**src/sv/status_led_pattern_controller_defines.svh**
```systemverilog
// Assertion macros used by the top-level RTL.
`ifndef STATUS_LED_PATTERN_CONTROLLER_DEFINES_SVH
`define STATUS_LED_PATTERN_CONTROLLER_DEFINES_SVH

// cons must hold in the cycle after ante
`define SLPC_ASSERT_NEXT(label, clk, rst, ante, cons) \
   label: assert property (@(posedge clk) disable iff (rst) (ante) |=> (cons)) \
      else $error("slpc: next-cycle check failed");

// cons must hold in the same cycle as ante
`define SLPC_ASSERT_SAME(label, clk, rst, ante, cons) \
   label: assert property (@(posedge clk) disable iff (rst) (ante) |-> (cons)) \
      else $error("slpc: same-cycle check failed");

`endif

```
**src/sv/slpc_pkg.sv**
```systemverilog
`default_nettype none

package slpc_pkg;

   localparam int TIME_BITS   = 32;
   localparam int OWNER_BITS  = 8;
   localparam int PERIOD_BITS = 16;
   localparam int CSR_IDX_BITS = 2;

   localparam logic [OWNER_BITS-1:0] OWNER_NONE = '1;
   localparam logic [3:0] STATUS_NONE = 4'd8;

   localparam logic [PERIOD_BITS-1:0] SLOW_PERIOD_RST = 16'd500;
   localparam logic [PERIOD_BITS-1:0] LONG_PERIOD_RST = 16'd1000;
   localparam logic [PERIOD_BITS-1:0] FAST_PERIOD_RST = 16'd100;

   // lamp vector bit positions
   localparam int COLOR_BLUE  = 0;
   localparam int COLOR_GREEN = 1;
   localparam int COLOR_RED   = 2;

   typedef enum logic {
      CMD_SET  = 1'b0,
      CMD_TICK = 1'b1
   } cmd_type;

   typedef enum logic [2:0] {
      ST_GREEN     = 3'd0,
      ST_RED_SLOW  = 3'd1,
      ST_BLUE_SLOW = 3'd2,
      ST_BLUE_LONG = 3'd3,
      ST_CYAN      = 3'd4,
      ST_WHITE     = 3'd5,
      ST_CALIB     = 3'd6,
      ST_CLEAR     = 3'd7
   } status_type;

   typedef enum logic [CSR_IDX_BITS-1:0] {
      CSR_SLOW = 2'd0,
      CSR_LONG = 2'd1,
      CSR_FAST = 2'd2
   } csr_index_type;

   typedef enum logic [1:0] {
      BLINK_NONE,
      BLINK_SLOW,
      BLINK_LONG,
      BLINK_FAST
   } blink_type;

   typedef struct packed {
      logic              command;
      logic [2:0]        status_code;
      logic signed [7:0] owner_id;
      logic              release_lock;
      logic [31:0]       now_ms;
   } req_type;

   typedef struct packed {
      logic       accepted;
      logic       led_blue;
      logic       led_green;
      logic       led_red;
      logic [3:0] current_status;
   } rsp_type;

   typedef struct packed {
      logic [2:0] lamps;
      blink_type  blue_blink;
      blink_type  red_blink;
   } pattern_type;

   function automatic pattern_type pattern_of(logic [2:0] code);
      pattern_type p;
      p = '{lamps: 3'b000, blue_blink: BLINK_NONE, red_blink: BLINK_NONE};
      case (code)
         ST_GREEN: p.lamps = 3'b010;
         ST_RED_SLOW: begin
            p.lamps     = 3'b100;
            p.red_blink = BLINK_SLOW;
         end
         ST_BLUE_SLOW: begin
            p.lamps      = 3'b011;
            p.blue_blink = BLINK_SLOW;
         end
         ST_BLUE_LONG: begin
            p.lamps      = 3'b011;
            p.blue_blink = BLINK_LONG;
         end
         ST_CYAN:  p.lamps = 3'b011;
         ST_WHITE: p.lamps = 3'b111;
         ST_CALIB: begin
            p.lamps     = 3'b110;
            p.red_blink = BLINK_FAST;
         end
         default: p.lamps = 3'b000;
      endcase
      return p;
   endfunction

endpackage

`default_nettype wire

```
**src/sv/status_led_pattern_controller.sv**
```systemverilog
// Status lamp controller for a blue/green/red lamp. Set-status and tick items
// enter on the req_ channel and each yields exactly one result on rsp_, in order.
// An item is registered on entry, evaluated combinationally against the lock, pattern
// and blink state, and its result is registered: one item per cycle while rsp_stall
// stays low. One request and one result can be held while rsp_stall is high before
// req_stall rises. Blink periods are written through the csr_ port (0 slow, 1 long,
// 2 fast) by the user only while the block is idle; the block does not enforce it.
`default_nettype none

`include "status_led_pattern_controller_defines.svh"

module status_led_pattern_controller (
   input  wire logic                                clock,
   input  wire logic                                reset,
   input  wire logic                                req_valid,
   output logic                                     req_stall,
   input  wire slpc_pkg::req_type                   req_data,
   output logic                                     rsp_valid,
   input  wire logic                                rsp_stall,
   output slpc_pkg::rsp_type                        rsp_data,
   input  wire logic                                csr_wr_en,
   input  wire logic [slpc_pkg::CSR_IDX_BITS-1:0]   csr_index,
   input  wire logic [slpc_pkg::PERIOD_BITS-1:0]    csr_wr_data
);

   logic              in_valid_ff, in_valid_in;
   slpc_pkg::req_type in_item_ff, in_item_in;
   logic              take;
   logic              fire;
   logic              out_space;
   slpc_pkg::rsp_type result;

   assign fire      = in_valid_ff && out_space;
   assign req_stall = in_valid_ff && !out_space;
   assign take      = req_valid && !req_stall;

   assign in_valid_in = take || (in_valid_ff && !fire);
   assign in_item_in  = take ? req_data : in_item_ff;

   always_ff @(posedge clock) begin
      if (reset) begin
         in_valid_ff <= 1'b0;
      end else begin
         in_valid_ff <= in_valid_in;
      end
      in_item_ff <= in_item_in;
   end

   slpc_core u_core (
      .clock       (clock),
      .reset       (reset),
      .csr_wr_en   (csr_wr_en),
      .csr_index   (csr_index),
      .csr_wr_data (csr_wr_data),
      .fire        (fire),
      .item        (in_item_ff),
      .result      (result)
   );

   slpc_out_reg u_out_reg (
      .clock     (clock),
      .reset     (reset),
      .load      (fire),
      .din       (result),
      .rsp_stall (rsp_stall),
      .rsp_valid (rsp_valid),
      .rsp_data  (rsp_data),
      .space     (out_space)
   );

   `SLPC_ASSERT_NEXT(a_tick_accepted, clock, reset, fire && in_item_ff.command == slpc_pkg::CMD_TICK, rsp_valid && rsp_data.accepted)
   `SLPC_ASSERT_SAME(a_status_range, clock, reset, rsp_valid, rsp_data.current_status <= slpc_pkg::STATUS_NONE)

endmodule

`default_nettype wire

```
**src/sv/slpc_core.sv**
```systemverilog
`default_nettype none

module slpc_core (
   input  wire logic                                clock,
   input  wire logic                                reset,
   input  wire logic                                csr_wr_en,
   input  wire logic [slpc_pkg::CSR_IDX_BITS-1:0]   csr_index,
   input  wire logic [slpc_pkg::PERIOD_BITS-1:0]    csr_wr_data,
   input  wire logic                                fire,
   input  wire slpc_pkg::req_type                   item,
   output slpc_pkg::rsp_type                        result
);

   logic [slpc_pkg::PERIOD_BITS-1:0] slow_period_ff, slow_period_in;
   logic [slpc_pkg::PERIOD_BITS-1:0] long_period_ff, long_period_in;
   logic [slpc_pkg::PERIOD_BITS-1:0] fast_period_ff, fast_period_in;

   logic [slpc_pkg::OWNER_BITS-1:0]  lock_owner_ff, lock_owner_in;
   logic [3:0]                       status_ff, status_in;
   logic [2:0]                       lamp_ff, lamp_in;
   logic [2:0]                       pin_ff, pin_in;
   logic [slpc_pkg::PERIOD_BITS-1:0] period_ff [3];
   logic [slpc_pkg::PERIOD_BITS-1:0] period_in [3];
   logic [slpc_pkg::TIME_BITS-1:0]   last_ff [3];
   logic [slpc_pkg::TIME_BITS-1:0]   last_in [3];

   logic [slpc_pkg::OWNER_BITS-1:0]  owner;
   logic [slpc_pkg::TIME_BITS-1:0]   now;
   logic [slpc_pkg::TIME_BITS-1:0]   elapsed [3];
   slpc_pkg::pattern_type            pat;
   logic                             accepted;

   function automatic logic [slpc_pkg::PERIOD_BITS-1:0] pick_period(
      slpc_pkg::blink_type sel,
      logic [slpc_pkg::PERIOD_BITS-1:0] slow_p,
      logic [slpc_pkg::PERIOD_BITS-1:0] long_p,
      logic [slpc_pkg::PERIOD_BITS-1:0] fast_p);
      logic [slpc_pkg::PERIOD_BITS-1:0] p;
      case (sel)
         slpc_pkg::BLINK_SLOW: p = slow_p;
         slpc_pkg::BLINK_LONG: p = long_p;
         slpc_pkg::BLINK_FAST: p = fast_p;
         default:              p = '0;
      endcase
      return p;
   endfunction

   // configuration writes
   always_comb begin
      slow_period_in = slow_period_ff;
      long_period_in = long_period_ff;
      fast_period_in = fast_period_ff;
      if (csr_wr_en) begin
         unique case (csr_index)
            slpc_pkg::CSR_SLOW: slow_period_in = csr_wr_data;
            slpc_pkg::CSR_LONG: long_period_in = csr_wr_data;
            slpc_pkg::CSR_FAST: fast_period_in = csr_wr_data;
            default: ;
         endcase
      end
   end

   assign owner = slpc_pkg::OWNER_BITS'(item.owner_id);
   assign now   = slpc_pkg::TIME_BITS'(item.now_ms);
   assign pat   = slpc_pkg::pattern_of(item.status_code);

   always_comb begin
      for (int c = 0; c < 3; c++) begin
         elapsed[c] = now - last_ff[c];
      end
   end

   always_comb begin
      lock_owner_in = lock_owner_ff;
      status_in     = status_ff;
      lamp_in       = lamp_ff;
      pin_in        = pin_ff;
      period_in     = period_ff;
      last_in       = last_ff;
      accepted      = 1'b1;
      if (fire) begin
         if (item.command == slpc_pkg::CMD_SET) begin
            if (lock_owner_ff != slpc_pkg::OWNER_NONE && owner != lock_owner_ff) begin
               accepted = 1'b0;
            end else if ({1'b0, item.status_code} != status_ff) begin
               if (lock_owner_ff == slpc_pkg::OWNER_NONE && owner != slpc_pkg::OWNER_NONE) begin
                  lock_owner_in = owner;
               end
               lamp_in = pat.lamps;
               period_in[slpc_pkg::COLOR_BLUE] = pick_period(pat.blue_blink,
                  slow_period_ff, long_period_ff, fast_period_ff);
               period_in[slpc_pkg::COLOR_GREEN] = '0;
               period_in[slpc_pkg::COLOR_RED] = pick_period(pat.red_blink,
                  slow_period_ff, long_period_ff, fast_period_ff);
               // clear code leaves the pins until the next tick or non-clear set
               if (item.status_code != slpc_pkg::ST_CLEAR) begin
                  pin_in = pat.lamps;
               end
               status_in = {1'b0, item.status_code};
               if (item.release_lock) begin
                  lock_owner_in = slpc_pkg::OWNER_NONE;
               end
            end
         end else begin
            for (int c = 0; c < 3; c++) begin
               if (period_ff[c] != '0 &&
                   elapsed[c] > slpc_pkg::TIME_BITS'(period_ff[c])) begin
                  lamp_in[c] = ~lamp_ff[c];
                  last_in[c] = now;
               end
            end
            pin_in = lamp_in;
         end
      end
   end

   assign result.accepted       = accepted;
   assign result.led_blue       = pin_in[slpc_pkg::COLOR_BLUE];
   assign result.led_green      = pin_in[slpc_pkg::COLOR_GREEN];
   assign result.led_red        = pin_in[slpc_pkg::COLOR_RED];
   assign result.current_status = status_in;

   always_ff @(posedge clock) begin
      if (reset) begin
         slow_period_ff <= slpc_pkg::SLOW_PERIOD_RST;
         long_period_ff <= slpc_pkg::LONG_PERIOD_RST;
         fast_period_ff <= slpc_pkg::FAST_PERIOD_RST;
         lock_owner_ff  <= slpc_pkg::OWNER_NONE;
         status_ff      <= slpc_pkg::STATUS_NONE;
         lamp_ff        <= '0;
         pin_ff         <= '0;
         for (int c = 0; c < 3; c++) begin
            period_ff[c] <= '0;
            last_ff[c]   <= '0;
         end
      end else begin
         slow_period_ff <= slow_period_in;
         long_period_ff <= long_period_in;
         fast_period_ff <= fast_period_in;
         lock_owner_ff  <= lock_owner_in;
         status_ff      <= status_in;
         lamp_ff        <= lamp_in;
         pin_ff         <= pin_in;
         period_ff      <= period_in;
         last_ff        <= last_in;
      end
   end

endmodule

`default_nettype wire

```
**src/sv/slpc_out_reg.sv**
```systemverilog
`default_nettype none

module slpc_out_reg (
   input  wire logic              clock,
   input  wire logic              reset,
   input  wire logic              load,
   input  wire slpc_pkg::rsp_type din,
   input  wire logic              rsp_stall,
   output logic                   rsp_valid,
   output slpc_pkg::rsp_type      rsp_data,
   output logic                   space
);

   logic              valid_ff, valid_in;
   slpc_pkg::rsp_type data_ff, data_in;

   // room when empty or when the held result transfers this cycle
   assign space    = !valid_ff || !rsp_stall;
   assign valid_in = load || (valid_ff && rsp_stall);
   assign data_in  = load ? din : data_ff;

   always_ff @(posedge clock) begin
      if (reset) begin
         valid_ff <= 1'b0;
      end else begin
         valid_ff <= valid_in;
      end
      data_ff <= data_in;
   end

   assign rsp_valid = valid_ff;
   assign rsp_data  = data_ff;

endmodule

`default_nettype wire

```
**config.mk**
```make
export PLATFORM = sky130hd
export DESIGN_NAME = status_led_pattern_controller
export DESIGN_NICKNAME = d
export VERILOG_FILES = /design/src/sv/slpc_pkg.sv /design/src/sv/status_led_pattern_controller.sv /design/src/sv/slpc_core.sv /design/src/sv/slpc_out_reg.sv
export VERILOG_INCLUDE_DIRS = /design/src /design/src/sv
export SDC_FILE = /design/constraint.sdc
export NUM_CORES = 1
export LEC_CHECK = 0
export ABC_AREA = 1
export BUFFER_PORTS_ARGS = -buffer_cell sky130_fd_sc_hd__clkbuf_2
export CORE_ASPECT_RATIO = 0.9
export CORE_UTILIZATION = 41
export DETAILED_ROUTE_END_ITERATION = 16
export RECOVER_POWER = 100
export SYNTH_ARGS = -nofsm -noshare
export SYNTH_HDL_FRONTEND = slang
export SYNTH_HIERARCHICAL = 1
export SYNTH_SLANG_ARGS = --single-unit
```
**constraint.sdc**
```tcl
create_clock -name clock -period 4.2 [get_ports clock]
set_clock_uncertainty 0.05 [all_clocks]
set_input_delay 0.21 -clock clock [delete_from_list [all_inputs] [get_ports clock]]
set_output_delay 0.21 -clock clock [all_outputs]
set_load 0.02 [all_outputs]
```
==> impl_metrics.yaml <==
timing:
  finalSetupViolCount: 0
  setup_tns_ps: 0
  whs_ps: 30.4
  layout_setup_ws_ps: 278
  relSlewSlack: -0.852
  max_freq_mhz: 255
  timing.final.crit_share: 0.934
  period_needed_ps: 3920
  maxSlewViolCount: 46
  hold_viol_final: 0
  tightest_slew_ps: 2780
clock_network:
  htreeDepth: 1
  insertion_delay_ps: 550
  cts_tree: "done"
  root_buffer: "clkbuf_16"
  clock_sinks: 217
  clock_path_buffers: 3
  cts_buffers: 25
  clkTransAtPathRegs_ps: 60
cells_and_area:
  drive_gt1_frac: 0.0757
  diodes: 0
  nFillCells: 3375
  fin_nets: 2405
  multi_input_area_sq_mm: 0.00742
  areaGrowthSynthToFinish_pct: 18.2
  final_cell_mix: "577 x nand2_1, 445 x inv_1, 205 x a21oi_1"
  final_common_cell: "nand2_1"
  seqCellArea_sq_mm: 0.00487
  postLayoutCoreUtil: 0.498
worst_setup_path:
  critPathLaunchType: "flop"
  arrival_ps: 4320
  crit_required_ps: 4600
  path_class: "reg -> reg"
  cp_max_fo: 14
  worstSetupEndpointType: "flop"
synth:
  synth_edf_count: 53
  synth_flop_cell: "dfxtp_1"
  ys_async_sr_fraction: 0
  synth-seq-area-share: 0.347
  syn_area_sq_mm: 0.0140
  syn_nets: 2268
  syn_inst: 2104
  ys_ff_latch: 217
  ys_types: 44
  ys_warn_count: 6
  avgSynthCellArea_sq_um: 6.67
global_routing:
  grt_overflow: 0
  grt_start_max_net_pins: 144
  first_global_vias: 12300
  grt_pass1_wl_microns: 64200
  antenna_found_initial: 0
  grt_usage: 0.231
die:
  initial_core_util: 0.421
  die-height_microns: 178
  io_pins: 78
  core.rowCount: 63
  core_area_sq_mm: 0.0333
  die_w_microns: 197
  die-area_sq_mm: 0.0350
outcome:
  status: "complete, but fails checks"
  violations: "max-capacitance violations, max-slew violations"
routing:
  drc: 0
  drt_iter0_markers: 908
  drtAntennaViolNets: 0
  wire_per_inst_microns: 15.2
  vias: 13500
  dr.pass1.iters: 6
  routed_wl_microns: 41200
  routed_via_density: 4.96
power_and_ir_drop:
  power_density_mw_per_mm2: 397
  p_leak_nw: 8.11
  vdd_drop_max_mv: 0.318
  power_mw: 6.58
placed_design:
  dpl.hpwl_microns: 30900
  pre_cts_ws_ps: 114
  place_congestion: 0.962
  numPortBuffers: 77
worst_hold_path:
  hold_class: "in -> reg"
job:
  max_cap_violations: 1
-- critical path, cell delays in order, from the launching register on --
cell      delay [ps]
edfxtp_1         530
ha_2             460
nand2_1          130
nor3_1           270
nand2_1           80
nand2_1          120
xor2_1           320
ha_1             310
nand2_1          110
nor2_2            60
nand2_1           50
nor2_1            50
nand2_1           50
nand2_1           40
o21ai_0          140
nand3_1           90
nor2_1           100
nand2_1           60
nor2_2           100
nand2_2          100
nand3_4          140
buf_12           160
o21ai_0           90
a21oi_1          220
-- final timing paths --
path | start | endpoint | slack [ps] | cells past startpoint
setup / recovery | in_item_ff[9]$_DFFE_PP_ | u_core/last_ff[31]$_SDFFE_PP0P_ | 280 | 23
hold / removal | csr_index[0] | u_core/fast_period_ff[2]$_SDFFE_PP1P_ | 30 | 3
setup reg to reg | in_item_ff[9]$_DFFE_PP_ | u_core/last_ff[31]$_SDFFE_PP0P_ | 280 | 23
hold reg to reg | u_core/fast_period_ff[15]$_SDFFE_PP0P_ | u_core/fast_period_ff[15]$_SDFFE_PP0P_ | 400 | 2
-- kinds of logic (layout without fill, tap and decap cells) --
group / count (synthesis) / in the layout / synth area share
buf+inv: 504 / 659 / 0.139
simple gates: 844 / 845 / 0.249
compound gates: 403 / 403 / 0.153
xor+xnor: 40 / 40 / 0.0249
fa+ha+maj: 96 / 96 / 0.0866
flops: 217 / 217 / 0.347
-- area by class of cell --
type                    count  share of cell area
clock inverters            13             0.00972
repair buffers            160              0.0716
multi-input cells        1384               0.447
well taps                 455              0.0343
clock buffers              33              0.0413
flip-flops and latches    217               0.294
inverters                 453               0.103
-- sequential cells by signal, summed over array words and instances, names as in the netlist --
| name | cells |
|---|---|
| u_core/fast_period_ff | 16 |
| u_out_reg/rsp_data | 8 |
| in_valid_ff | 1 |
| u_core/last_ff | 64 |
| in_item_ff | 45 |
| u_out_reg/rsp_valid | 1 |
| u_core/slow_period_ff | 16 |
| u_core/lock_owner_ff | 8 |
| u_core/pin_ff | 3 |
| u_core/status_ff | 4 |
| u_core/long_period_ff | 16 |
| u_core/period_ff | 32 |
| u_core/lamp_ff | 3 |
-- metal layers --
metal | global-route usage | wire, microns
met1 | 0.333 | 20000
met2 | 0.368 | 18400
met3 | 0.0219 | 1910
met4 | 0.0575 | 905
met5 | 0 | 0
-- power breakdown --
part	switching, mW	internal [mW]	total (mW)
Combinational	1.24	0.720	1.96
Clock	0.892	1.34	2.23
Sequential	0.0894	2.30	2.39
-- what timing repair did --
item	4_1_cts	5_1_grt
endpoints found under the setup margin	0	63
hold buffers	64	0
hold endpoints to repair	95	0
resized for setup	0	37
setup buffers	0	10
-- synthesized netlist by cell type (32+ instances only) --
| cell | n | area (sq um) |
|---|---|---|
| a21oi_1 | 206 | 1030 |
| clkbuf_1 | 36 | 135 |
| dfxtp_1 | 164 | 3280 |
| edfxtp_1 | 53 | 1590 |
| ha_1 | 94 | 1180 |
| inv_1 | 444 | 1670 |
| nand2_1 | 575 | 2160 |
| nand3_1 | 78 | 390 |
| nor2_1 | 114 | 428 |
| o21ai_0 | 80 | 400 |
| o21ai_1 | 56 | 280 |
| o22ai_1 | 32 | 200 |
| xor2_1 | 33 | 289 |
-- per-stage QoR --
stage	cell area, sq um	std cells
2_1_floorplan	14000	2104
3_3_place_gp	14800	2591
3_5_place_dp	14800	2591
4_1_cts	16300	2701
5_1_grt	16600	2715
6_report	16600	2715
No activity file was read; power rests on OpenSTA's default activity.
